**src/rtl/ipc_pkg.sv**
```systemverilog
// shared constants, types and helpers for the isolated pixel check unit
package ipc_pkg;

  localparam int MAX_WIDTH  = 1024;
  localparam int MAX_HEIGHT = 1024;
  localparam int COL_W      = $clog2(MAX_WIDTH);
  localparam int ROW_W      = $clog2(MAX_HEIGHT);
  localparam int DIM_W      = 11;
  localparam int CNT_W      = $clog2(MAX_WIDTH + 1);
  localparam int CFG_IDX_W  = 2;

  // configuration register indexes
  typedef enum logic [CFG_IDX_W-1:0] {
    REG_IMAGE_WIDTH  = 2'd0,
    REG_IMAGE_HEIGHT = 2'd1
  } cfg_reg_t;

  // one line store entry: pixel and still-unpaired mark
  typedef struct packed {
    logic unpaired;
    logic pixel;
  } store_entry_t;

  // position flags of one pixel, travel with it to the evaluate stage
  typedef struct packed {
    logic             first_row;
    logic             first_col;
    logic             last_col;
    logic             last_row;
    logic [COL_W-1:0] col;
  } scan_tag_t;

  // line store write request
  typedef struct packed {
    logic         we;
    logic [COL_W-1:0] addr;
    store_entry_t data;
  } wr_req_t;

  // last column index for a width register, 0 acts as 1, large values saturate
  function automatic logic [COL_W-1:0] last_col_idx(input logic [DIM_W-1:0] w);
    logic [DIM_W-1:0] wm1;
    wm1 = w - DIM_W'(1);
    if (w == '0) begin
      return '0;
    end else if (w > DIM_W'(MAX_WIDTH)) begin
      return COL_W'(MAX_WIDTH - 1);
    end else begin
      return wm1[COL_W-1:0];
    end
  endfunction

  // last row index for a height register, same clamping
  function automatic logic [ROW_W-1:0] last_row_idx(input logic [DIM_W-1:0] h);
    logic [DIM_W-1:0] hm1;
    hm1 = h - DIM_W'(1);
    if (h == '0) begin
      return '0;
    end else if (h > DIM_W'(MAX_HEIGHT)) begin
      return ROW_W'(MAX_HEIGHT - 1);
    end else begin
      return hm1[ROW_W-1:0];
    end
  endfunction

endpackage

```
**src/rtl/isolated_pixel_check_unit.sv**
```systemverilog
// top level of the streaming 4-connected isolated pixel check
//
//  channel  direction  payload                       transaction when
//  in_      slave      tdata[0] pixel_on             in_tvalid && in_tready
//  out_     master     tdata[0] all_paired           out_tvalid && out_tready
//  cfg_     slave      index, data (11 bit dims)     cfg_valid && cfg_ready
//
// one pixel per clock unless a final pixel stalls; the verdict passes the evaluate stage
// and then the output register, the line store read and its write-back overlap with forwarding
// reset needs no line store pass: the first row of an image ignores what it reads
// while a verdict waits unread, the next image's last pixel holds in_tready low
// a register write restarts the image in progress, the line store is kept
module isolated_pixel_check_unit
  import ipc_pkg::*;
(
  input  logic                 clk,
  input  logic                 rst_n,
  // stream in
  input  logic                 in_tvalid,
  output logic                 in_tready,
  input  logic [7:0]           in_tdata,   // [0] pixel_on, [7:1] zero
  // stream out
  output logic                 out_tvalid,
  input  logic                 out_tready,
  output logic [7:0]           out_tdata,  // [0] all_paired, [7:1] zero
  // configuration writes
  input  logic                 cfg_valid,
  output logic                 cfg_ready,
  input  logic [CFG_IDX_W-1:0] cfg_index,
  input  logic [DIM_W-1:0]     cfg_data
);

  logic         in_fire;
  logic         restart;
  scan_tag_t    cur_tag;
  store_entry_t rd_data;
  wr_req_t      wr;
  logic         b_stall;
  logic         out_load;
  logic         out_verdict;
  logic         out_busy;
  logic         out_valid_r, out_valid_nxt;
  logic         out_data_r;

  assign cfg_ready = 1'b1;
  assign in_tready = !b_stall;
  assign in_fire   = in_tvalid && in_tready;
  assign out_busy  = out_valid_r && !out_tready;

  ipc_scan_ctrl u_scan (
    .clk       (clk),
    .rst_n     (rst_n),
    .cfg_valid (cfg_valid),
    .cfg_index (cfg_index),
    .cfg_data  (cfg_data),
    .in_fire   (in_fire),
    .restart   (restart),
    .cur_tag   (cur_tag)
  );

  ipc_line_store u_store (
    .clk     (clk),
    .rst_n   (rst_n),
    .rd_en   (in_fire),
    .rd_addr (cur_tag.col),
    .wr      (wr),
    .rd_data (rd_data)
  );

  ipc_pair_eval u_eval (
    .clk         (clk),
    .rst_n       (rst_n),
    .restart     (restart),
    .in_fire     (in_fire),
    .in_pixel    (in_tdata[0]),
    .cur_tag     (cur_tag),
    .rd_data     (rd_data),
    .out_busy    (out_busy),
    .wr          (wr),
    .b_stall     (b_stall),
    .out_load    (out_load),
    .out_verdict (out_verdict)
  );

  // output register
  always_comb begin
    out_valid_nxt = out_valid_r;
    if (out_load) begin
      out_valid_nxt = 1'b1;
    end else if (out_tready) begin
      out_valid_nxt = 1'b0;
    end
  end

  always_ff @(posedge clk) begin
    if (!rst_n) begin
      out_valid_r <= 1'b0;
    end else begin
      out_valid_r <= out_valid_nxt;
    end
  end

  always_ff @(posedge clk) begin
    if (out_load) begin
      out_data_r <= out_verdict;
    end
  end

  assign out_tvalid = out_valid_r;
  assign out_tdata  = {7'd0, out_data_r};

endmodule

```
**src/rtl/ipc_line_store.sv**
```systemverilog
// per-column line store with registered read and write-to-read forwarding
module ipc_line_store
  import ipc_pkg::*;
(
  input  logic             clk,
  input  logic             rst_n,
  input  logic             rd_en,
  input  logic [COL_W-1:0] rd_addr,
  input  wr_req_t          wr,
  output store_entry_t     rd_data
);

  store_entry_t mem [MAX_WIDTH];
  store_entry_t rdata_r;
  store_entry_t fwd_data_r;
  logic         fwd_r;
  logic         fwd_nxt;

  // same entry written and read in one cycle: take the new value
  assign fwd_nxt = wr.we && (wr.addr == rd_addr);

  // write port
  always_ff @(posedge clk) begin
    if (wr.we) begin
      mem[wr.addr] <= wr.data;
    end
  end

  // read port, data held while no read is issued
  always_ff @(posedge clk) begin
    if (rd_en) begin
      rdata_r    <= mem[rd_addr];
      fwd_data_r <= wr.data;
    end
  end

  // bypass select
  always_ff @(posedge clk) begin
    if (!rst_n) begin
      fwd_r <= 1'b0;
    end else if (rd_en) begin
      fwd_r <= fwd_nxt;
    end
  end

  assign rd_data = fwd_r ? fwd_data_r : rdata_r;

  // a colliding read must pick the bypass path
  a_fwd_on_collision: assert property (@(posedge clk) disable iff (!rst_n)
    rd_en && fwd_nxt |=> fwd_r)
    else $error("line store collision not forwarded");

endmodule

```
**src/rtl/ipc_scan_ctrl.sv**
```systemverilog
// configuration registers and raster position counters
module ipc_scan_ctrl
  import ipc_pkg::*;
(
  input  logic                 clk,
  input  logic                 rst_n,
  input  logic                 cfg_valid,
  input  logic [CFG_IDX_W-1:0] cfg_index,
  input  logic [DIM_W-1:0]     cfg_data,
  input  logic                 in_fire,
  output logic                 restart,
  output scan_tag_t            cur_tag
);

  logic [DIM_W-1:0] width_r, width_nxt;
  logic [DIM_W-1:0] height_r, height_nxt;
  logic [COL_W-1:0] col_r, col_nxt;
  logic [ROW_W-1:0] row_r, row_nxt;
  logic [COL_W-1:0] lim_col;
  logic [ROW_W-1:0] lim_row;

  assign lim_col = last_col_idx(width_r);
  assign lim_row = last_row_idx(height_r);

  // position flags of the pixel now offered
  always_comb begin
    cur_tag.first_row = (row_r == '0);
    cur_tag.first_col = (col_r == '0);
    cur_tag.last_col  = (col_r == lim_col);
    cur_tag.last_row  = (row_r == lim_row);
    cur_tag.col       = col_r;
  end

  // register writes, a write to either defined index restarts the image
  always_comb begin
    width_nxt  = width_r;
    height_nxt = height_r;
    restart    = 1'b0;
    if (cfg_valid) begin
      case (cfg_reg_t'(cfg_index))
        REG_IMAGE_WIDTH: begin
          width_nxt = cfg_data;
          restart   = 1'b1;
        end
        REG_IMAGE_HEIGHT: begin
          height_nxt = cfg_data;
          restart    = 1'b1;
        end
        default: ;
      endcase
    end
  end

  // raster counters
  always_comb begin
    col_nxt = col_r;
    row_nxt = row_r;
    if (restart) begin
      col_nxt = '0;
      row_nxt = '0;
    end else if (in_fire) begin
      if (cur_tag.last_col) begin
        col_nxt = '0;
        row_nxt = cur_tag.last_row ? '0 : row_r + ROW_W'(1);
      end else begin
        col_nxt = col_r + COL_W'(1);
      end
    end
  end

  always_ff @(posedge clk) begin
    if (!rst_n) begin
      width_r  <= DIM_W'(MAX_WIDTH);
      height_r <= DIM_W'(MAX_HEIGHT);
      col_r    <= '0;
      row_r    <= '0;
    end else begin
      width_r  <= width_nxt;
      height_r <= height_nxt;
      col_r    <= col_nxt;
      row_r    <= row_nxt;
    end
  end

  // counters never run past the configured image
  a_pos_in_image: assert property (@(posedge clk) disable iff (!rst_n)
    (col_r <= lim_col) && (row_r <= lim_row))
    else $error("raster position outside image");

endmodule

```
**src/rtl/ipc_pair_eval.sv**
```systemverilog
// evaluate stage: pairing of each pixel, line store write-back and verdict
module ipc_pair_eval
  import ipc_pkg::*;
(
  input  logic         clk,
  input  logic         rst_n,
  input  logic         restart,
  input  logic         in_fire,
  input  logic         in_pixel,
  input  scan_tag_t    cur_tag,
  input  store_entry_t rd_data,
  input  logic         out_busy,
  output wr_req_t      wr,
  output logic         b_stall,
  output logic         out_load,
  output logic         out_verdict
);

  logic         b_valid_r, b_valid_nxt;
  scan_tag_t    b_tag_r;
  logic         b_pix_r;
  store_entry_t left_r, left_nxt;
  store_entry_t last_r, last_nxt;
  logic [CNT_W-1:0] cnt_r, cnt_nxt;
  logic         verdict_ok_r, verdict_ok_nxt;

  logic         b_fire;
  store_entry_t up;
  store_entry_t left_mod;
  store_entry_t new_left;
  logic         cur_unp;
  logic         fail_up;
  logic         inc_left;
  logic         inc_cur;
  logic [CNT_W-1:0] cnt_sum;
  logic         verdict_now;

  // final pixel waits here while the previous verdict is still unread
  assign b_stall = b_valid_r && b_tag_r.last_col && b_tag_r.last_row && out_busy;
  assign b_fire  = b_valid_r && !b_stall;

  // upper neighbor: last column lives in a register, the rest in memory
  assign up = b_tag_r.last_col ? last_r : rd_data;

  // pairing of the current pixel with upper and left neighbors
  always_comb begin
    cur_unp  = b_pix_r;
    fail_up  = 1'b0;
    left_mod = left_r;
    if (!b_tag_r.first_row) begin
      if (b_pix_r && up.pixel) begin
        cur_unp = 1'b0;
      end
      fail_up = up.unpaired && !b_pix_r;
    end
    if (!b_tag_r.first_col && b_pix_r && left_r.pixel) begin
      cur_unp           = 1'b0;
      left_mod.unpaired = 1'b0;
    end
    new_left.pixel    = b_pix_r;
    new_left.unpaired = cur_unp;
    inc_left    = !b_tag_r.first_col && left_mod.unpaired;
    inc_cur     = b_tag_r.last_col && cur_unp;
    cnt_sum     = cnt_r + CNT_W'(inc_left) + CNT_W'(inc_cur);
    verdict_now = verdict_ok_r && !fail_up;
  end

  // write-back of the finished left entry
  always_comb begin
    wr.we   = b_fire && !b_tag_r.first_col;
    wr.addr = b_tag_r.col - COL_W'(1);
    wr.data = left_mod;
  end

  // result of the last pixel of an image
  assign out_load    = b_fire && b_tag_r.last_col && b_tag_r.last_row;
  assign out_verdict = verdict_now && (cnt_sum == '0);

  // row and image state update
  always_comb begin
    b_valid_nxt    = in_fire ? 1'b1 : (b_fire ? 1'b0 : b_valid_r);
    left_nxt       = left_r;
    last_nxt       = last_r;
    cnt_nxt        = cnt_r;
    verdict_ok_nxt = verdict_ok_r;
    if (restart) begin
      left_nxt       = '0;
      cnt_nxt        = '0;
      verdict_ok_nxt = 1'b1;
    end else if (b_fire) begin
      if (b_tag_r.last_col) begin
        last_nxt = new_left;
        left_nxt = '0;
        cnt_nxt  = '0;
        verdict_ok_nxt = b_tag_r.last_row ? 1'b1 : verdict_now;
      end else begin
        left_nxt       = new_left;
        cnt_nxt        = cnt_sum;
        verdict_ok_nxt = verdict_now;
      end
    end
  end

  // control state
  always_ff @(posedge clk) begin
    if (!rst_n) begin
      b_valid_r    <= 1'b0;
      left_r       <= '0;
      cnt_r        <= '0;
      verdict_ok_r <= 1'b1;
    end else begin
      b_valid_r    <= b_valid_nxt;
      left_r       <= left_nxt;
      cnt_r        <= cnt_nxt;
      verdict_ok_r <= verdict_ok_nxt;
    end
  end

  // payload of the stage and the last-column entry
  always_ff @(posedge clk) begin
    if (in_fire) begin
      b_tag_r <= cur_tag;
      b_pix_r <= in_pixel;
    end
    last_r <= last_nxt;
  end

  // a finished image leaves clean row state behind
  a_image_restart: assert property (@(posedge clk) disable iff (!rst_n)
    out_load |=> verdict_ok_r && (cnt_r == '0) && (left_r == '0))
    else $error("image state not restarted after verdict");

  // a stalled final pixel keeps its place and flags
  a_stall_holds: assert property (@(posedge clk) disable iff (!rst_n)
    b_stall |=> b_valid_r && $stable(b_tag_r) && $stable(b_pix_r))
    else $error("stalled pixel lost");

endmodule
```
**config.mk**
```make
export PLATFORM = sky130hd
export DESIGN_NAME = isolated_pixel_check_unit
export DESIGN_NICKNAME = d
export VERILOG_FILES = /design/src/rtl/ipc_pkg.sv /design/src/rtl/isolated_pixel_check_unit.sv /design/src/rtl/ipc_line_store.sv /design/src/rtl/ipc_scan_ctrl.sv /design/src/rtl/ipc_pair_eval.sv
export SDC_FILE = /design/constraint.sdc
export NUM_CORES = 2
export LEC_CHECK = 0
export ABC_AREA = 0
export BUFFER_PORTS_ARGS = -buffer_cell sky130_fd_sc_hd__buf_2
export CORE_MARGIN = 1
export CORE_UTILIZATION = 45
export DETAILED_ROUTE_END_ITERATION = 7
export PLACE_DENSITY = 0.6
export SLEW_MARGIN = 0
export SYNTH_ARGS = -nofsm -noshare
export SYNTH_HDL_FRONTEND = slang
export SYNTH_SLANG_ARGS = --single-unit
export TNS_END_PERCENT = 10
```
**constraint.sdc**
```tcl
create_clock -name clk -period 28.7 [get_ports clk]
set_input_delay 4.305 -clock clk [delete_from_list [all_inputs] [get_ports clk]]
set_output_delay 4.305 -clock clk [all_outputs]
set_load 0.02 [all_outputs]
```
After elaboration in Yosys (flattened, before gate mapping)
Memories as Yosys holds them, arrays and structs flattened. A register that Yosys moved wholly into a read port is not among the register bits.
Cells that the tools add are included.

word-level totals
  memories = 1
  output and inout bits = 11
  bits in registers = 79
  word-level logic and storage cells = 100
  input port bits = 26
  RAM bits = 2048

operators by class
  multiplexer cells = 25
  equal/unequal tests = 4
  $add $sub $neg = 7
  bitwise gates (word level) = 2
  reduce and logical (&&, ||, !) cells = 37
  $lt $le $gt $ge = 2

memory list
  name         depth  bits a word  rd ports  clocked after memory_dff  write ports  RTL line              text
  u_store.mem  1024   2            1         1                         1            ipc_line_store.sv:13  store_entry_t mem [MAX_WIDTH];

operators by type and width
  kind                                                    number
  two-way mux 10 bit                                      6
  zero test 11 bit                                        3
  equality test 10 bit                                    3
  subtractor 10 x 1 -> 10 bit (second input constant)     3
  adder 11 x 1 -> 11 bit                                  2
  greater-than comparator 11 bit (second input constant)  2
  adder 10 x 1 -> 10 bit (second input constant)          2
  zero test 10 bit                                        2
  logical AND 1 bit                                       18
  two-way mux 1 bit                                       15
  two-way mux 11 bit                                      1
  two-way mux 2 bit                                       3
  AND reduction 2 bit                                     3
  zero test 1 bit                                         5
  nonzero test 2 bit                                      2
  OR reduction 2 bit                                      2
  AND reduction 3 bit                                     1
  equality test 2 x 1 -> 1 bit (second input constant)    1
  zero test 2 bit                                         1
  inverter 1 bit                                          2

Depth between registers and ports, before layout
  depth after elaboration = 10
  gate-level depth with buffers = 15
  gate-level depth less buffers = 14

Hierarchy
From an unflattened synthesis, not the netlist that was laid out.

second synthesis, totals
  cells, all modules = 5364
  area total of the unflattened synthesis = 88718.8 µm²

by module, submodules not included
  module                     instances  seq. area each (µm²)  area an instance (µm²)  cells each
  ipc_line_store             1          61639.1               83920.5                 4796
  ipc_scan_ctrl              1          840.8                 3000.4                  384
  ipc_pair_eval              1          810.8                 1641.6                  167
  isolated_pixel_check_unit  1          50.0                  156.4                   17

Worst setup path before layout
No wires, ideal clock.

  kind = register to register
  start point = reg u_eval.left_r (netlist bit u_eval.wr[0])
  end point = reg out_data_r (data pin)
  period minus slack after synthesis = 24.475 ns
  buffers on the path = 1
  setup time = 0.167 ns
  cell stages (with the launch flop) = 14
  slack = 4.225 ns
  required time = 28.533 ns
  arrival = 24.308 ns
  cells stage by stage = dfxtp_1 > inv_1 > o31a_1 > nand2b_1 > fa_1 > inv_1 > ha_1 > and2_1 > clkbuf_1 > nand4_1 > xnor2_1 > nor4b_1 > nand3_1 > a211oi_1

RTL lines
  what                    RTL line                          text
  start, declared         ipc_pair_eval.sv:22               store_entry_t left_r, left_nxt;
  start signal, assigned  ipc_pair_eval.sv:113              left_r <= left_nxt;
  end signal, assigned    isolated_pixel_check_unit.sv:105  out_data_r <= out_verdict;
  end, declared           isolated_pixel_check_unit.sv:43   logic out_data_r;

Worst setup path in the final report
  start point = in out_tready
  end point = out in_tready

between the ends
  longest elaborated chain between the ends = 4

ends and longest elaborated chain
  what               RTL line                         text
  start, declared    isolated_pixel_check_unit.sv:24  input logic out_tready,
  zero test 1 bit    isolated_pixel_check_unit.sv:48  assign out_busy = out_valid_r && !out_tready;
  logical AND 1 bit  isolated_pixel_check_unit.sv:48
  logical AND 1 bit  ipc_pair_eval.sv:39              assign b_stall = b_valid_r && b_tag_r.last_col && b_tag_r.last_row && out_busy;
  zero test 1 bit    isolated_pixel_check_unit.sv:46  assign in_tready = !b_stall;
  end, declared      isolated_pixel_check_unit.sv:20  output logic in_tready,

No other way between the ends.

==> qor.yml <==
run_status:
  status: "complete, no violations"
layout:
  final_cell_area_um2: 97640
  nets: 5319
  syn_to_final_growth_pct: 11.22
  drive_gt1_share_pct: 18.21
  fin_util_pct: 50.54
  fin_cells: 7992
timing:
  max_freq_mhz: 108.9
  rsz0062_at_grt: "false"
  maxSlewHeadroom_pct: 6.817
  fin_ws_ns: 19.52
  timing.final.crit_period_ns: 9.184
  setup_tns_ns: 0
  drv_slew: 0
  worst_slew_pin_slew_ns: 1.398
  setup_viol: 0
  skew_ns: 0.05377
  hold_viol: 0
  fin_crit_sh_pct: 32.00
  holdWs_ns: 0.4812
synth:
  syn_inst: 5337
  synth_edf_count: 2070
  synth.avg_cell_area_um2: 16.45
  yosysMostFrequentCell: "edfxtp_1"
  synth_flop_cell: "edfxtp_1"
  synthTopCellsByCount: "edfxtp_1, nor2_1, mux4_2, clkbuf_1, nand2_1"
  synth_top_area_cell: "edfxtp_1"
  synthTopCellsByArea: "edfxtp_1, mux4_2, nor2_1, mux2i_1, dfxtp_1"
  netlist_area_um2: 87790
  netlist.area_leader.share_pct: 70.81
  ys_seq_elements: 2129
  yosysUniqueCellTypes: 75
  seq_area_frac_synth_pct: 72.15
  async_reset_ff_share_pct: 0
  yosys_warnings: 0
hold_path:
  holdCritPathClass: "reg2reg"
  worstHoldStart: "u_eval.cnt_r[1]$_SDFFE_PP0P_"
floorplan:
  die_y_um: 443.7
  dieArea_um2: 196900
  die_w_um: 443.7
  core-area_um2: 193200
  rows: 161
  ios: 37
  start_util_pct: 45.44
place:
  place_ws_ns: 19.51
  post_dp_cell_area_um2: 90610
  gp_congestion: 0.8493
  dp_cells: 7590
  port_buffers: 21
  hpwlAfterDp_mm: 136.6
clock_tree:
  postCtsHoldBufs: 0
  cts_tree: "built"
  clk_path_buf_depth: 3
  path_clk_slew_ns: 0.06
  clkSinkCount: 2129
  post_cts_buffers: 0
  numCtsBuffers: 213
  htreeDepth: 4
  insertion_delay_ns: 0.89
  cts-resized-gates: 0
  cts-root-buf: "clkbuf_16"
global_route:
  grt_usage_pct: 24.62
  grt_pass1_wl_mm: 349.7
  grt_max_degree: 259
  antenna_found_initial: 6
  globalRoute.totalOverflow: 0
  grt_pass1_vias: 49509
worst_setup_path:
  worstPathCellList: "buf_2, nor2b_1, nand2b_1, buf_2"
  startpoint: "out_tready"
  cp_common_cell: "buf_2"
  r2r_start: "u_scan.col_r[0]$_SDFFE_PP0P_"
  endpoint_kind: "output port"
  crit_type: "in2out"
  worstPathArrival_ns: 4.88
  critPathTopFamily: "simple AND/OR/NAND/NOR gates"
  max_stage_delay_ns: 0.18
  critPathMaxFanout: 4
  critical_path_buf_inv_count: 2
  worstPathRequired_ns: 24.40
  slowest_stage: "buf_2"
  crit_path_start_kind: "primary input"
pwr:
  p_leak_nw: 28.94
  ir_worst_vdd_mv: 0.07463
  pwr_density_cell_nw_per_um2: 65.74
  totalPowerFinal_mw: 6.419
route:
  finalWirelength_mm: 243.1
  first_pass_iters: 6
  drtAntennaViolNets: 0
  vias_per_cell: 6.207
  wl_per_cell_um: 30.42
  post-route-drc-count: 0
  drtIter0Drc: 6277
  dr_total_vias: 49606
flow_run:
  cap_violations: 0
## worst paths after layout
check	end	slack, ns	cells after the start
worst min register to register	u_eval.cnt_r[1]$_SDFFE_PP0P_	0.48	2
worst max-delay path	in_tready	19.52	4
worst max register to register	u_store.rdata_r[1]$_DFFE_PP_	22.22	11
worst min-delay path	u_eval.cnt_r[1]$_SDFFE_PP0P_	0.48	2
## logic make-up after synthesis
logic type                 count (synthesis)  synth area share, %
adders and majority gates                 16               0.2295
xor gates and xnor gates                  50               0.5074
muxes                                    637                13.72
and+or+nand+nor                         1534                7.212
other                                      2             0.008555
AOI/OAI and AO/OA                        488                3.972
buffers and inverters                    481                2.198
DFF                                     2129                72.15
## cell usage in the layout (no fill, tap or decap), types with 24 or more instances in the layout
cell type	instances
a22o_1	31
a21oi_1	83
nand2_2	28
edfxtp_1	2070
inv_1	30
o22ai_1	40
xnor2_1	39
dfxtp_1	52
buf_4	140
nand3_1	41
a221oi_1	46
mux2i_1	175
nor4_1	24
clkbuf_16	213
clkinv_2	44
nor3_1	36
a22oi_1	119
o21ai_0	31
nand2_1	158
nor2_1	1106
mux4_2	452
clkbuf_1	47
clkinv_1	54
bufinv_16	24
## metal layers
| metal | wire, µm | vias to the layer above | share of wire [%] | track usage, % |
|---|---|---|---|---|
| met5 | 13 | - | 0.0053 | 0 |
| met3 | 20840 | 416 | 8.6 | 4.792 |
| li1 | - | 20697 | - | - |
| met4 | 7849 | 2 | 3.2 | 7.838 |
| met2 | 114800 | 2277 | 47 | 38.83 |
| met1 | 99600 | 26214 | 41 | 34.59 |
## flip-flops by register name, indices dropped and copies added, names as in the netlist, 2 cells and up
signal and flops:
u_scan.width_r 11, u_store.fwd_data_r 2, u_scan.height_r 11, u_eval.cnt_r 11, u_scan.row_r 10, u_store.rdata_r 2
u_store.mem 2048, u_eval.last_r 2, u_eval.b_tag_r 14, u_scan.col_r 10
## worst min-delay path, cell delays in order (launching register included)
cell and delay (ns):
dfxtp_1 0.33, nand2_1 0.06, a21oi_1 0.05
## power by group
part           internal, mW  total, mW  switching (mW)
logic                0.0839      0.223           0.139
registers              3.39       3.40         0.00841
clock network          1.59       2.80            1.21
## final cells by class
cell class	count	area (µm²)
multi-input combinational	2733	22700
clock inverter	136	1469
antenna	2	5.005
tap	2526	3161
sequential	2129	63360
inverter	36	136.4
timing repair buffer	167	1261
clock buffer	263	5548
fill	15790	95540
No activity file was read; power rests on OpenSTA's default activity.
